**config.mk**
```make
export PLATFORM = sky130hd
export DESIGN_NAME = chkv_hash
export DESIGN_NICKNAME = d
export VERILOG_FILES = /design/src/rtl/core/chkv_pkg.sv /design/src/rtl/core/chkv_hash.sv
export SDC_FILE = /design/constraint.sdc
export NUM_CORES = 2
export LEC_CHECK = 0
export BUFFER_PORTS_ARGS = -buffer_cell sky130_fd_sc_hd__buf_4
export CORE_AREA = 2 2 400 283
export DETAILED_ROUTE_END_ITERATION = 6
export DIE_AREA = 0 0 402 285
export HOLD_SLACK_MARGIN = 0.02
export PLACE_DENSITY = 0.6
export SETUP_SLACK_MARGIN = 0.15
export SLEW_MARGIN = 30
export SYNTH_ARGS = -nofsm -noshare
export SYNTH_HDL_FRONTEND = slang
export SYNTH_SLANG_ARGS = --single-unit
```
**constraint.sdc**
```tcl
create_clock -name clk -period 10.7 [get_ports clk]
set_input_delay 2.675 -clock clk [delete_from_list [all_inputs] [get_ports clk]]
set_output_delay 2.675 -clock clk [all_outputs]
set_load 0.005 [all_outputs]
```
**src/rtl/core/chkv_pkg.sv**
```systemverilog
// shared types and constants of the chained hash key-value store
package chkv_pkg;

  localparam logic [2:0] OP_INSERT = 3'd0;
  localparam logic [2:0] OP_DELETE = 3'd1;
  localparam logic [2:0] OP_LOOKUP = 3'd2;
  localparam logic [2:0] OP_UPDATE = 3'd3;
  localparam logic [2:0] OP_INCR   = 3'd4;

  localparam logic [1:0] ST_OK   = 2'd0;
  localparam logic [1:0] ST_DUP  = 2'd1;
  localparam logic [1:0] ST_MISS = 2'd2;
  localparam logic [1:0] ST_FULL = 2'd3;

  localparam logic [31:0] HASH_MULT = 32'd2654435761;

  typedef struct packed {
    logic [2:0]  opcode;
    logic [63:0] lookup_key;
    logic [63:0] entry_value;
    logic [2:0]  entry_kind;
    logic [2:0]  access_rights;
    logic [3:0]  entry_options;
  } in_word_t;

  typedef struct packed {
    logic [1:0]  status;
    logic [63:0] read_value;
    logic [2:0]  read_kind;
    logic [2:0]  read_rights;
    logic [3:0]  read_options;
    logic [31:0] created_total;
    logic [31:0] deleted_total;
    logic [31:0] lookup_total;
    logic [31:0] update_total;
    logic [31:0] collision_total;
    logic [31:0] increment_total;
    logic [8:0]  active_count;
  } out_word_t;

  typedef struct packed {
    logic       start;
    logic [7:0] divisor;
  } hash_ctl_t;

endpackage

```
**src/rtl/core/chkv_hash.sv**
```systemverilog
// multiplicative hash and serial remainder by the bucket count
module chkv_hash (
  input  logic              clk,
  input  logic              rst_n,
  input  chkv_pkg::hash_ctl_t ctl,
  input  logic [63:0]       key,
  output logic              done,
  output logic [7:0]        bucket
);

  typedef enum logic [4:0] {
    H_IDLE = 5'b00001,
    H_MLO  = 5'b00010,
    H_MHI  = 5'b00100,
    H_ADD  = 5'b01000,
    H_DIV  = 5'b10000
  } hstate_t;

  hstate_t     state_r;
  logic [63:0] key_r;
  logic [7:0]  div_r;
  logic [63:0] plo_r;
  logic [31:0] phi_r;
  logic [63:0] h_r;
  logic [7:0]  rem_r;
  logic [3:0]  cnt_r;
  logic        done_r;
  logic [63:0] phi_full;
  logic [7:0]  rem_nxt;

  assign phi_full = key_r[63:32] * chkv_pkg::HASH_MULT;

  // four restoring remainder steps per cycle, msb first
  always_comb begin
    logic [8:0] t;
    logic [7:0] r;
    r = rem_r;
    for (int i = 0; i < 4; i++) begin
      t = {r, h_r[63-i]};
      if (t >= {1'b0, div_r}) begin
        t = t - {1'b0, div_r};
      end
      r = t[7:0];
    end
    rem_nxt = r;
  end

  always_ff @(posedge clk) begin
    if (!rst_n) begin
      state_r <= H_IDLE;
      done_r  <= 1'b0;
    end else begin
      done_r <= 1'b0;
      unique case (state_r)
        H_IDLE: begin
          if (ctl.start) begin
            key_r   <= key;
            div_r   <= ctl.divisor;
            state_r <= H_MLO;
          end
        end
        H_MLO: begin
          plo_r   <= key_r[31:0] * chkv_pkg::HASH_MULT;
          state_r <= H_MHI;
        end
        H_MHI: begin
          phi_r   <= phi_full[31:0];
          state_r <= H_ADD;
        end
        H_ADD: begin
          h_r     <= plo_r + {phi_r, 32'd0};
          rem_r   <= 8'd0;
          cnt_r   <= 4'd0;
          state_r <= H_DIV;
        end
        H_DIV: begin
          rem_r <= rem_nxt;
          h_r   <= {h_r[59:0], 4'd0};
          cnt_r <= cnt_r + 4'd1;
          if (cnt_r == 4'd15) begin
            done_r  <= 1'b1;
            state_r <= H_IDLE;
          end
        end
        default: state_r <= H_IDLE;
      endcase
    end
  end

  assign done   = done_r;
  assign bucket = rem_r;

endmodule

```
==> flow_summary_export.csv <==
group,metric,value,unit
synthesis,ys_ff_latch,250,
routing,vias,24233,
die,start_util,34.6,%
global_routing,grt_pass1_vias,26438,
worst_setup_path,startpoint_type,"flop",
sta,post-route-period-util,88.5,%
outcome,status,"finished clean",
worst_setup_path,reg2reg_to,"bucket[2]",
die,dieWidth,402,µm
clock_network,hold_buffers,0,
worst_setup_path,cp.arrival,9.77,ns
synthesis,synthCells,3464,
worst_setup_path,critPathBufInv,2,
clock_network,path_clk_slew,0.06,ns
synthesis,synth_cell_types,69,
worst_setup_path,crit_family,"compound AO/OA/AOI/OAI gates",
global_routing,grt_max_degree,70,
global_routing,grt.overflow.total,0,
synthesis,synth_top_area_cell,"fa_1",
synthesis,synthArstFlopShare,0,%
sta,timing.final.ws_setup,1.23,ns
die,die_h,285,µm
flow_run,maxCapViolations,0,
worst_setup_path,crit_path_frequent_cell,"o21ai_0",
sta,relSlewSlack,31.4,%
clock_network,cts_root_buffer,"clkbuf_16",
sta,rsz0062_at_grt,"no",
worst_setup_path,r2r_start,"div_r[1]",
layout,fillCellCount,10995,
worst_setup_path,crit_path_start,"div_r[1]",
worst_setup_path,cp_slowest_cell,"o31ai_4",
hold_path,hold_class,"flop to flop",
place,gp_congestion,0.919,
worst_setup_path,crit_fanout,9,
layout,final_cells,5070,
sta,fin_worst_skew,0.0394,ns
clock_network,cts_tree,"yes",
synthesis,synth.most_common_cell,"inv_1",
routing,wl_per_cell,18.9,µm
sta,fmax,106,MHz
routing,route.detailed.drc,0,
routing,dr.pass1.iters,5,
synthesis,synth.yosys.seq_area_share,19.3,%
routing,viasPerCell,4.78,
synthesis,ys_top_cells_by_count,"inv_1, fa_1, ha_1",
die,core,111000,µm²
synthesis,yosysWarnings,0,
die,io_pins,84,
synthesis,ys_top_cells_by_area,"fa_1, ha_1, edfxtp_1, inv_1, xnor2_1",
worst_setup_path,reg2reg_depth,36,
hold_path,whs_path_depth,2,
sta,setup_viol,0,
global_routing,grt_usage,17.4,%
place,pre_cts_ws,1.01,ns
sta,tightest_slew,1.03,ns
routing,drtAntennaViolNets,0,
worst_setup_path,endpoint_kind,"flop",
die,dieArea,115000,µm²
clock_network,htree_levels,2,
clock_network,clk-insertion-delay-late,0.59,ns
worst_setup_path,critical_path.max_stage_delay,0.46,ns
worst_setup_path,crit_path_end,"bucket[2]",
worst_setup_path,reg2reg_slack,1.23,ns
worst_setup_path,path_class,"flop to flop",
synthesis,netlist_area,38500,µm²
worst_setup_path,cp_num_cells,36,
synthesis,syn_nets,4853,
synthesis,avgSynthCellArea,11.1,µm²
sta,hold_violations,0,
global_routing,grt_pass1_wl,153000,µm
synthesis,yosysTopAreaCellShare,34.6,%
routing,finalWirelength,95600,µm
sta,tns,0,ns
synthesis,synth_edf_count,244,
worst_setup_path,worst_ep_required_time,11.00,ns
synthesis,ys.flop_type,"edfxtp_1",
die,row_count,103,
layout,area_delta_synth_final,9.65,%
place,dp_cells,5006,
global_routing,antenna_found_initial,0,
layout,layout-drive-gt1-share,5.56,%
clock_network,cts-buffers-inserted,34,
sta,slew_violations,0,
clock_network,clk_path_buf_depth,3,
routing,drt_iter0_markers,1439,
clock_network,clock_sinks,250,
place,post-dp-hpwl,80900,µm
layout,nets,4964,
sta,fin_crit,9.47,ns
place,portBuffers,83,
## kinds of logic after synthesis
logic type	after synthesis	synth area share, %
fa+ha+maj	1314	55.7
buf+inv	869	8.47
simple gates	428	5.16
compound gates	415	6.90
flops	250	19.3
xor+xnor	158	3.59
mux	30	0.858
## cells in the final DEF, fill, tap and decap left out, types with 15 or more instances in the layout
master,n
xor2_1,45
ha_1,648
edfxtp_1,244
nand4_1,22
nor2b_1,15
xnor2_1,113
buf_4,104
nor2_1,101
o21a_1,23
o21ai_0,71
fa_1,666
o21bai_1,22
a21o_1,63
nand2_1,169
clkbuf_16,34
inv_1,836
nand3_1,24
a21oi_1,140
nor3_1,22
mux2i_1,15
## worst reg2reg max path, delay by kind of cell, from the launching register on
family | cells | cell delay (ns)
mux | 5 | 1.60
buf+inv | 2 | 0.43
simple gates | 6 | 0.96
fa+ha+maj | 4 | 1.33
compound gates | 19 | 4.51
flops | 1 | 0.38
## sequential cells by signal (all words and copies together) (netlist names)
name	count
cnt_r	4
phi_r	32
plo_r	64
div_r	8
h_r	64
state_r	5
key_r	64
bucket	8
done	1
## repair_timing
| item | CTS | global route |
|---|---|---|
| buffers inserted | 0 | 1 |
| endpoints found under the setup margin | 0 | 8 |
| gates resized for setup | 0 | 1 |
## area by class of cell
cell class | count | area [µm²] | share of cell area [%]
Multi-Input combinational cell | 2345 | 27800 | 65.9
Sequential cell | 250 | 7450 | 17.6
Inverter | 837 | 3150 | 7.45
Tap cell | 1470 | 1840 | 4.36
Clock buffer | 40 | 873 | 2.07
Timing Repair Buffer | 107 | 827 | 1.96
Clock inverter | 20 | 258 | 0.610
Antenna cell | 1 | 2.50 | 0.00593
## worst min path at each step
stage	startpoint	endpoint	slack, ns
global placement	h_r[1]	h_r[5]	0.49
global route	h_r[28]	h_r[32]	0.53
floorplan	h_r[6]	h_r[10]	0.48
CTS	h_r[3]	h_r[7]	0.51
detailed placement	h_r[3]	h_r[7]	0.49
finish	h_r[3]	h_r[7]	0.51
## routing by layer
layer	global-route usage, %	vias up	share of wire [%]
met2	25.1	511	41
met3	3.77	73	6.6
met4	2.78	0	1.4
met1	27.0	12194	51
li1	-	11455	-
met5	0	-	0
## through the flow
stage	instance area, µm²	util [%]	hold WS [ns]
2_1_floorplan	38500	-	0.484
3_3_place_gp	41000	36.9	0.489
3_5_place_dp	41000	36.9	0.494
4_1_cts	42200	37.9	0.512
5_1_grt	42200	37.9	0.529
6_report	42200	37.9	0.511
Power is left out: the tool's default activity adds up to more than one toggle a clock period on the data nets, which glitch-free logic cannot reach.
